===== src/rtl/core/fcp_pkg.sv =====
// shared types, widths and status codes of the friction cone projection
`timescale 1ns / 1ps

package fcp_pkg;

   localparam int FRAC_BITS   = 16;
   localparam int LANES       = 3;
   localparam int WORD_W      = 32;
   localparam int COEF_W      = 19;
   localparam int FN_W        = WORD_W - 1;
   localparam int LIM_W       = COEF_W + FN_W;
   localparam int HALF_W      = (LIM_W + 1) / 2;
   localparam int HPROD_W     = 2 * HALF_W;
   localparam int NUM_W       = 64;
   localparam int REM_W       = 32;
   localparam int SQ_W        = 64;
   localparam int LIM2_W      = 2 * LIM_W;
   localparam int MRN_SH_W    = SQ_W + 2 * FRAC_BITS;
   localparam int CMP_W       = (MRN_SH_W > LIM2_W) ? MRN_SH_W : LIM2_W;
   localparam int SCL_W       = FRAC_BITS + 1;
   localparam int PROD_W      = WORD_W + SCL_W;
   localparam int QDIV_STEPS  = WORD_W + FRAC_BITS;
   localparam int SDIV_STEPS  = LIM_W;
   localparam int SQRT_STEPS  = SQ_W / 2;
   localparam int SQ_IDX_W    = $clog2(SQRT_STEPS);
   localparam int SH_W        = SQ_IDX_W + 1;

   localparam logic signed [WORD_W-1:0] SAT_MAX = {1'b0, {(WORD_W-1){1'b1}}};
   localparam logic signed [WORD_W-1:0] SAT_MIN = {1'b1, {(WORD_W-1){1'b0}}};
   localparam logic [SCL_W-1:0]         SCL_ONE = {1'b1, {FRAC_BITS{1'b0}}};

   typedef enum logic [1:0] {
      ST_SEPARATED = 2'd0,
      ST_INSIDE    = 2'd1,
      ST_SCALED    = 2'd2,
      ST_INVALID   = 2'd3
   } fcp_status_type;

   typedef struct packed {
      logic signed [WORD_W-1:0] rhs_normal;
      logic signed [WORD_W-1:0] rhs_tan1;
      logic signed [WORD_W-1:0] rhs_tan2;
      logic signed [WORD_W-1:0] diag_normal;
      logic signed [WORD_W-1:0] diag_tan1;
      logic signed [WORD_W-1:0] diag_tan2;
   } fcp_req_type;

   typedef struct packed {
      logic signed [WORD_W-1:0] force_normal;
      logic signed [WORD_W-1:0] force_tan1;
      logic signed [WORD_W-1:0] force_tan2;
      fcp_status_type           contact_status;
   } fcp_rsp_type;

   // flags that ride along the quotient cells
   typedef struct packed {
      logic [LANES-1:0] neg;
      logic             sep;
      logic             inv;
   } fcp_qtag_type;

   // per-contact context after the quotients
   typedef struct packed {
      fcp_status_type           code;
      logic [LIM_W-1:0]         lim;
      logic signed [WORD_W-1:0] fn;
      logic signed [WORD_W-1:0] f1;
      logic signed [WORD_W-1:0] f2;
      logic [WORD_W-1:0]        m1;
      logic [WORD_W-1:0]        m2;
   } fcp_side_type;

endpackage


===== src/rtl/core/fcp_div_cell.sv =====
// one restoring division step: shifts in a numerator bit and produces one quotient bit
`timescale 1ns / 1ps

module fcp_div_cell import fcp_pkg::*; (
   input  logic             clock,
   input  logic             en,
   input  logic [NUM_W-1:0] num_in,
   input  logic [REM_W-1:0] rem_in,
   input  logic [NUM_W-1:0] quo_in,
   input  logic [REM_W-1:0] den_in,
   output logic [NUM_W-1:0] num_out,
   output logic [REM_W-1:0] rem_out,
   output logic [NUM_W-1:0] quo_out,
   output logic [REM_W-1:0] den_out
);

   logic [REM_W:0]   trial;
   logic             fits;
   logic [NUM_W-1:0] num_ff, num_in_w, quo_ff, quo_ff_in;
   logic [REM_W-1:0] rem_ff, rem_ff_in, den_ff;

   always_comb begin
      trial     = {rem_in, num_in[NUM_W-1]};
      fits      = trial >= {1'b0, den_in};
      num_in_w  = {num_in[NUM_W-2:0], 1'b0};
      rem_ff_in = fits ? REM_W'(trial - {1'b0, den_in}) : trial[REM_W-1:0];
      quo_ff_in = {quo_in[NUM_W-2:0], fits};
   end

   always_ff @(posedge clock) begin
      if (en) begin
         num_ff <= num_in_w;
         rem_ff <= rem_ff_in;
         quo_ff <= quo_ff_in;
         den_ff <= den_in;
      end
   end

   assign num_out = num_ff;
   assign rem_out = rem_ff;
   assign quo_out = quo_ff;
   assign den_out = den_ff;

endmodule


===== config.mk =====
export PLATFORM = sky130hd
export DESIGN_NAME = fcp_div_cell
export DESIGN_NICKNAME = d
export VERILOG_FILES = /design/src/rtl/core/fcp_pkg.sv /design/src/rtl/core/fcp_div_cell.sv
export SDC_FILE = /design/constraint.sdc
export NUM_CORES = 1
export LEC_CHECK = 0
export ABC_AREA = 1
export BUFFER_PORTS_ARGS = -buffer_cell sky130_fd_sc_hd__clkbuf_2
export CAP_MARGIN = 10
export CORE_AREA = 4 4 149 151
export CTS_CLUSTER_DIAMETER = 200
export DETAILED_ROUTE_END_ITERATION = 10
export DIE_AREA = 0 0 153 155
export PLACE_DENSITY = 0.82
export SYNTH_ARGS = -nofsm -noshare
export SYNTH_HDL_FRONTEND = slang
export SYNTH_SLANG_ARGS = --single-unit

===== constraint.sdc =====
create_clock -name clock -period 5.83 [get_ports clock]
set_clock_uncertainty 0.05 [all_clocks]
set_input_delay 0.8745 -clock clock [delete_from_list [all_inputs] [get_ports clock]]
set_output_delay 0.8745 -clock clock [all_outputs]
set_load 0.01 [all_outputs]

==> out/metrics.csv <==
stage,metric,value,unit
route,detailed router's first-iteration violation count,509,
sta,RSZ-0062 raised after global routing,no,
route,DR vias,7173,
global_route,largest net degree at the start of global routing,98,
synthesis,Synth async-reset ratio,0,%
synthesis,Ys Warns,0,
sta,crit share post-route,53.6,%
clocking,TritonCTS clock tree,done,
die,Die H,155,um
synthesis,Post-Syn Instances,845,
sta,final hold violations,0,
die,Starting Density,42.9,%
sta,total negative slack,0,ns
synthesis,Mapped Area,0.00894,mm2
clocking,post-CTS setup buffer count,0,
power_and_ir_drop,power per cell area,296,mW/mm2
synthesis,Synth top area share,64.1,%
setup_path,critical path arrival,3.25,ns
route,# DRC,0,
status,status,finished clean,
die,core area,0.0208,mm2
clocking,hold_buf cts,0,
clocking,H-tree depth,4,
power_and_ir_drop,Leak,5.92,nW
synthesis,Simple-Gate Fraction of Synth Area,21.0,%
setup_path,CP Class,in -> reg,
sta,Slew @ Worst Pin,0.911,ns
cells_and_area,fin area,0.0117,mm2
clocking,clk slew on worst S/H paths,0.08,ns
sta,Slew Limit Fails,0,
synthesis,Seq cells post-synth,191,
clocking,clk sinks,191,
clocking,CTS resizes,0,
synthesis,Post-synth top cells,"nand2_1, edfxtp_1, inv_1, nand3_1, nor2_1",
place,I/O Buffers,383,
clocking,TritonCTS buffer count,17,
synthesis,Post-synth top flop,edfxtp_1,
synthesis,largest area contributor in the netlist,edfxtp_1,
synthesis,Avg Inst Size Synth,10.6,um2
synthesis,most instantiated library cell after synthesis,nand2_1,
setup_path,CP Max Fanout,35,
synthesis,sequential area share after synthesis,64.1,%
place,dpl hpwl,20700,um
sta,normalized max-slew margin,39.1,%
synthesis,largest family of logic cells by synthesized area,simple AND/OR/NAND/NOR gates,
route,WL final,25900,um
synthesis,Synthesized Nets,1072,
die,DIE AREA,0.0237,mm2
global_route,Overflow after GRT,0,
setup_path,data required time of the critical path,5.96,ns
global_route,first-pass GRT wire length,39400,um
cells_and_area,"Cell Count, Final, Fillers Out",1527,
synthesis,largest cells by area after synthesis,"edfxtp_1, nand2_1, inv_1, ha_1, nand3_1",
sta,final setup vio count,0,
power_and_ir_drop,total power,0.00347,W
die,Ports,386,
job,max_cap viols,0,
power_and_ir_drop,maximum vdd ir drop,0.000198,V
cells_and_area,synthesis-to-layout area growth,31.2,%
setup_path,crit path launch type,primary input,
synthesis,post-synthesis compound-gate area fraction,1.37,%
place,placed cell area,0.0111,mm2
cells_and_area,Final nets,1465,
global_route,vias in the first global route,7023,
die,die width,153,um
route,post-route ant nets,0,
place,GPL Wtd Cong,0.950,
cells_and_area,share of post-route cells with drive strength above 1,35.9,%
cells_and_area,fin util,56.3,%
setup_path,Worst setup EP type,flip-flop,
clocking,clk buf depth,2,
global_route,initial antenna violation count,0,
route,Wirelength per Cell,16.9,um
sta,FMAX,320,MHz
synthesis,Yosys cell types,31,
route,DRT Pass-1 Iters,5,
place,placed cells,1494,
sta,shortest period the worst path allows,3.12,ns
worst_hold_path,HP Class,in -> reg,
die,row count,53,
global_route,Overall Global Routing Usage,21.4,%
route,vias per cell,4.70,
synthesis,Post-Synth XOR/XNOR Area,1.37,%
clocking,root buffer cell,clkbuf_16,
synthesis,Synth Area in Adders,4.70,%
synthesis,mux cell area share after synthesis,0,%
synthesis,number of synthesized flops with an enable pin,191,
-- state kept, by name (all words and copies together) (netlist names) --
signal / count
quo_out: 64
num_out: 63
den_out: 32
rem_out: 32
-- worst paths after layout --
| path | startpoint | endpoint | slack (ns) | cells after the start |
|---|---|---|---|---|
| max | rem_in[19] | rem_out[1]$_DFFE_PP_ | 2.71 | 12 |
| min | quo_in[53] | quo_out[54]$_DFFE_PP_ | 0.56 | 1 |
-- final cells by class --
type	instances	area, um2
inverter	152	571
antenna	1	2.50
clock inverter	14	163
fill	1799	9090
timing repair buffer	385	1940
multi-input combinational	491	2550
clock buffer	18	429
tap	275	344
sequential	191	5740
-- metal layers --
layer | global-route usage [%] | up-vias | share of wire (%)
met5 | 0 | - | 0
met4 | 5.73 | 0 | 1.8
met3 | 5.48 | 34 | 5.8
met2 | 39.2 | 273 | 53
met1 | 24.9 | 3337 | 39
li1 | - | 3529 | -
-- logic make-up after synthesis --
family | Yosys count
adder cells (fa/ha/maj) | 33
AO/OA/AOI/OAI | 24
other | 1
flip-flops | 191
XOR/XNOR | 14
buffers and inverters | 163
AND/OR/NAND/NOR | 419
-- cells in the final DEF, fill, tap and decap left out, types with 2 or more instances in the layout --
cell,instances
buf_4,2
clkbuf_2,382
clkinv_8,3
xor2_1,13
clkbuf_16,17
nand3_2,16
inv_6,4
nor2_2,5
inv_2,3
o21ai_0,2
nand2_1,276
nand4_1,2
inv_8,4
edfxtp_1,191
nand3b_1,10
a21oi_1,21
nand3_1,52
nand2_2,4
nor2_1,34
clkinv_4,2
nor3_2,2
nor3_1,6
inv_1,149
and2_1,8
ha_1,32
-- through the flow --
step                hold WS, ns  setup slack (ns)
finish                    0.557              2.71
global route              0.543              2.45
CTS                       0.547              2.71
detailed placement         1.00              2.25
global placement           1.00              2.27
floorplan                 0.923              3.29
-- power by group --
group          switching, W  internal, W  total (W)
Combinational      0.000390     0.000232   0.000621
Sequential        0.0000334      0.00166    0.00169
Clock              0.000577     0.000582    0.00116
Total               0.00100      0.00247    0.00347
-- worst max-delay path, stage by stage --
cell	delay (ns)
clkbuf_2	0.10
ha_1	0.38
nand2_1	0.14
nor2_1	0.09
nand2_1	0.11
nor2_2	0.06
nand2_1	0.06
nand3_1	0.10
nor2_4	0.71
nand2_8	0.33
nand2_1	0.15
o21ai_0	0.10
Power figures use the tool's default switching activity.
