`config.mk`:
```
export PLATFORM = sky130hd
export DESIGN_NAME = fcp_sqrt_cell
export DESIGN_NICKNAME = d
export VERILOG_FILES = /design/src/rtl/core/fcp_pkg.sv /design/src/rtl/core/fcp_sqrt_cell.sv
export SDC_FILE = /design/constraint.sdc
export NUM_CORES = 1
export LEC_CHECK = 0
export BUFFER_PORTS_ARGS = -buffer_cell sky130_fd_sc_hd__buf_2
export CAP_MARGIN = 20
export CORE_ASPECT_RATIO = 1.75
export CORE_MARGIN = 2
export CORE_UTILIZATION = 41
export CTS_CLUSTER_SIZE = 8
export DETAILED_ROUTE_END_ITERATION = 8
export GPL_TIMING_DRIVEN = 0
export PLACE_DENSITY = 0.62
export SLEW_MARGIN = 10
export SYNTH_ARGS = -nofsm -noshare
export SYNTH_HDL_FRONTEND = slang
export SYNTH_SLANG_ARGS = --single-unit
export TNS_END_PERCENT = 30
```
`constraint.sdc`:
```
create_clock -name clock -period 8.3 [get_ports clock]
set_input_delay 0.415 -clock clock [delete_from_list [all_inputs] [get_ports clock]]
set_output_delay 0.415 -clock clock [all_outputs]
set_load 0.03 [all_outputs]
```
`src/rtl/core/fcp_pkg.sv`:
```
// shared types, widths and status codes of the friction cone projection
`timescale 1ns / 1ps

package fcp_pkg;

   localparam int FRAC_BITS   = 16;
   localparam int LANES       = 3;
   localparam int WORD_W      = 32;
   localparam int COEF_W      = 19;
   localparam int FN_W        = WORD_W - 1;
   localparam int LIM_W       = COEF_W + FN_W;
   localparam int HALF_W      = (LIM_W + 1) / 2;
   localparam int HPROD_W     = 2 * HALF_W;
   localparam int NUM_W       = 64;
   localparam int REM_W       = 32;
   localparam int SQ_W        = 64;
   localparam int LIM2_W      = 2 * LIM_W;
   localparam int MRN_SH_W    = SQ_W + 2 * FRAC_BITS;
   localparam int CMP_W       = (MRN_SH_W > LIM2_W) ? MRN_SH_W : LIM2_W;
   localparam int SCL_W       = FRAC_BITS + 1;
   localparam int PROD_W      = WORD_W + SCL_W;
   localparam int QDIV_STEPS  = WORD_W + FRAC_BITS;
   localparam int SDIV_STEPS  = LIM_W;
   localparam int SQRT_STEPS  = SQ_W / 2;
   localparam int SQ_IDX_W    = $clog2(SQRT_STEPS);
   localparam int SH_W        = SQ_IDX_W + 1;

   localparam logic signed [WORD_W-1:0] SAT_MAX = {1'b0, {(WORD_W-1){1'b1}}};
   localparam logic signed [WORD_W-1:0] SAT_MIN = {1'b1, {(WORD_W-1){1'b0}}};
   localparam logic [SCL_W-1:0]         SCL_ONE = {1'b1, {FRAC_BITS{1'b0}}};

   typedef enum logic [1:0] {
      ST_SEPARATED = 2'd0,
      ST_INSIDE    = 2'd1,
      ST_SCALED    = 2'd2,
      ST_INVALID   = 2'd3
   } fcp_status_type;

   typedef struct packed {
      logic signed [WORD_W-1:0] rhs_normal;
      logic signed [WORD_W-1:0] rhs_tan1;
      logic signed [WORD_W-1:0] rhs_tan2;
      logic signed [WORD_W-1:0] diag_normal;
      logic signed [WORD_W-1:0] diag_tan1;
      logic signed [WORD_W-1:0] diag_tan2;
   } fcp_req_type;

   typedef struct packed {
      logic signed [WORD_W-1:0] force_normal;
      logic signed [WORD_W-1:0] force_tan1;
      logic signed [WORD_W-1:0] force_tan2;
      fcp_status_type           contact_status;
   } fcp_rsp_type;

   // flags that ride along the quotient cells
   typedef struct packed {
      logic [LANES-1:0] neg;
      logic             sep;
      logic             inv;
   } fcp_qtag_type;

   // per-contact context after the quotients
   typedef struct packed {
      fcp_status_type           code;
      logic [LIM_W-1:0]         lim;
      logic signed [WORD_W-1:0] fn;
      logic signed [WORD_W-1:0] f1;
      logic signed [WORD_W-1:0] f2;
      logic [WORD_W-1:0]        m1;
      logic [WORD_W-1:0]        m2;
   } fcp_side_type;

endpackage

```
`src/rtl/core/fcp_sqrt_cell.sv`:
```
// one step of the bit-pair integer square root
`timescale 1ns / 1ps

module fcp_sqrt_cell import fcp_pkg::*; (
   input  logic                clock,
   input  logic                en,
   input  logic [SQ_IDX_W-1:0] idx,
   input  logic [SQ_W-1:0]     v_in,
   input  logic [SQ_W-1:0]     r_in,
   output logic [SQ_W-1:0]     v_out,
   output logic [SQ_W-1:0]     r_out
);

   logic [SH_W-1:0] sh;
   logic [SQ_W-1:0] bit_w, trial, v_ff, v_ff_in, r_ff, r_ff_in;
   logic            fits;

   always_comb begin
      sh      = SH_W'(2 * (SQRT_STEPS - 1)) - SH_W'({idx, 1'b0});
      bit_w   = SQ_W'(1) << sh;
      trial   = r_in + bit_w;
      fits    = v_in >= trial;
      v_ff_in = fits ? v_in - trial : v_in;
      r_ff_in = fits ? (r_in >> 1) + bit_w : r_in >> 1;
   end

   always_ff @(posedge clock) begin
      if (en) begin
         v_ff <= v_ff_in;
         r_ff <= r_ff_in;
      end
   end

   assign v_out = v_ff;
   assign r_out = r_ff;

endmodule

```
==> impl_metrics.csv <==
group,metric,value,unit
outcome,outcome,"finished, final reports clean",
final_layout,regArea,3840,um^2
detailed_routing,wl_per_cell,21.7,um
logic_synthesis,seq_area_frac_synth,27.3,%
sta,period_minus_slack,7.98,ns
placement,dp.cells,2453,
logic_synthesis,ys_top_cells_by_area,"edfxtp_1 27%, ha_1 11%, a21oi_1 5.9%",
power_and_ir_drop,pwr-share-seq,31.8,%
sta,setup_viol,0,
worst_setup_path,cp.arrival,8.06,ns
grt,grt.overflow.total,0,
grt,grt_max_degree,75,
placement,routabilityCongestion,0.960,
detailed_routing,drc,0,
placement,port_buffers,257,
power_and_ir_drop,clockPowerShare,28.3,%
sta,tightestPinTransition,1.15,ns
sta,holdWs,0.258,ns
grt,grt_pass1_wl,80.0,mm
detailed_routing,routed_wl,53.9,mm
clock_network,path_clk_slew,0.07,ns
power_and_ir_drop,p_leak,6.81,nW
logic_synthesis,yosys.cell_types.count,90,
die,num_rows,89,
sta,drv_slew,0,
clock_network,hold_buffers,0,
sta,fin_crit_sh,96.2,%
die,pin_count,263,
power_and_ir_drop,pwr-share-comb,39.9,%
logic_synthesis,yosys-top-cells-count,"206 x nor2_1, 189 x nand2_1, 167 x a21oi_1",
sta,maxSlewHeadroom,23.3,%
job,maxCapViolations,0,
worst_setup_path,path_max_fanout,10,
placement,place_ws,0.0746,ns
placement,dp_hpwl,44.2,mm
power_and_ir_drop,p_per_area,159,nW/um^2
final_layout,multiInputGateArea,9810,um^2
final_layout,final_cells,2488,
die,die_y,249,um
die,core,33900,um^2
logic_synthesis,synth_cells,1740,
clock_network,cts_inserted_buffers,17,
power_and_ir_drop,swShare,39.9,%
worst_setup_path,endpoint_kind,"flop",
final_layout,n_fill_cell,3518,
logic_synthesis,async_flop_share,0,%
sta,timing.fmax,125,MHz
worst_setup_path,required,8.38,ns
final_layout,syn_to_final_growth,17.5,%
clock_network,clock_path_buffers,2,
grt,grt_pass1_vias,14900,
final_layout,fin_nets,2279,
logic_synthesis,synth_edf_count,128,
worst_setup_path,worstSetupStartpointType,"primary input",
clock_network,cts_sinks,128,
sta,hold_viol,0,
worst_setup_path,worstSetupPathType,"in -> reg",
power_and_ir_drop,p_switching,0.00105,W
logic_synthesis,synth_most_common_cell,"nor2_1",
detailed_routing,dr.pass1.iters,6,
final_layout,layout-drive-gt1-share,17.1,%
clock_network,cts-root-buf,"clkbuf_16",
grt,antenna_found_initial,5,
logic_synthesis,synth.top_cell.area_share,27.3,%
logic_synthesis,synth_top_cell_by_area,"edfxtp_1",
power_and_ir_drop,irDropWorstVdd,0.000134,V
grt,grt_usage,29.5,%
die,dieArea,35900,um^2
logic_synthesis,synth_area,14100,um^2
logic_synthesis,ys_ff_latch,128,
sta,fin_ws,0.317,ns
logic_synthesis,synth_flop_cell,"edfxtp_1",
detailed_routing,first_iter_violations,838,
die,die_x,144,um
sta,rsz0062_at_grt,"false",
final_layout,utilization,48.9,%
logic_synthesis,synth.avg_cell_area,8.10,um^2
clock_network,htree_levels,4,
worst_hold_path,worstHoldPathType,"in -> reg",
die,initial_core_util,41.6,%
sta,tns,0,ns
logic_synthesis,synth_warnings,0,
clock_network,tritoncts,"done",
detailed_routing,vias,14800,
logic_synthesis,syn_nets,2002,
power_and_ir_drop,internal_power,0.00159,W
detailed_routing,vias_per_cell,5.95,
detailed_routing,antenna_left,0,
## placed cells by master (no fill, tap or decap), types with 60 or more instances in the layout
cell type / n
clkbuf_1: 61
nor2_1: 206
xor2_1: 86
ha_1: 126
buf_2: 262
a21oi_1: 167
xnor2_1: 91
a21o_1: 60
a31oi_1: 61
o21ai_0: 114
edfxtp_1: 128
nand2_1: 189
## sequential cells by signal (all words and copies together), names as in the netlist
signal,flops
v_out,64
r_out,64
## cell type report
type	count	share of cell area, %
Multi-Input combinational cell	1507	59.2
Sequential cell	128	23.2
Timing Repair Buffer	258	7.97
Tap cell	455	3.44
Clock buffer	18	2.59
Buffer	74	1.98
Clock inverter	14	0.861
Inverter	31	0.703
Antenna cell	3	0.0453
## power groups by stage
| stage | logic, W | registers, W | clock network, W |
|---|---|---|---|
| global route | 0.00113 | 0.000849 | 0.000782 |
| global placement | 0.00104 | 0.000855 | 0 |
| finish | 0.00105 | 0.000840 | 0.000747 |
| CTS | 0.00105 | 0.000842 | 0.000759 |
| floorplan | 0.000513 | 0.00102 | 0 |
| detailed placement | 0.00104 | 0.000855 | 0 |
## final timing paths
kind      from         to  cells after the start
max     idx[0]  v_out[28]                     26
min   v_in[59]  v_out[59]                      3
## cells by family (layout without fill, tap and decap cells)
logic type | count (synthesis) | in the layout | synth area share (%)
xor gates and xnor gates | 177 | 177 | 11.0
AOI/OAI and AO/OA | 568 | 568 | 26.0
adders and majority gates | 130 | 130 | 11.5
and+or+nand+nor | 626 | 626 | 20.6
muxes | 6 | 6 | 0.453
buffers and inverters | 105 | 395 | 3.14
other | 0 | 3 | 0
DFF | 128 | 128 | 27.3
## through the flow
step	power (W)	area, um^2
detailed placement	0.00190	16000
global route	0.00276	16600
global placement	0.00189	15900
CTS	0.00265	16600
finish	0.00264	16600
floorplan	0.00153	14100
## layer usage
layer  track usage (%)  wire (um)  vias up  part of all wire (%)
li1                  -          -     7027                     -
met1              27.6      17600     6905                    33
met2              55.0      28300      631                    53
met3              4.73       3020      224                   5.6
met4              23.5       4850        8                   9.0
met5                 0         49        -                 0.091
## worst max-delay path, cell delays in order
cell,delay (ns)
buf_2,0.14
or2_2,0.29
clkbuf_1,0.25
nor2_1,0.26
ha_1,0.32
a31oi_1,0.30
nor2_1,0.08
maj3_1,0.32
a31oi_1,0.23
o21ai_1,0.17
a222oi_1,0.57
nand2_1,0.23
a31oi_1,0.38
xor2_1,0.43
ha_1,0.32
clkbuf_1,0.20
a21o_1,0.24
a21o_1,0.18
a21oi_1,0.19
o31ai_1,0.11
a21o_1,0.20
o211ai_1,0.45
and2_1,0.19
buf_2,0.22
buf_1,0.88
o21ai_0,0.47
## timing repair
item,in CTS,in global routing
setup buffers,0,0
resized for setup,0,4
setup endpoints to repair,0,6
(Power assumes the default switching activity.)
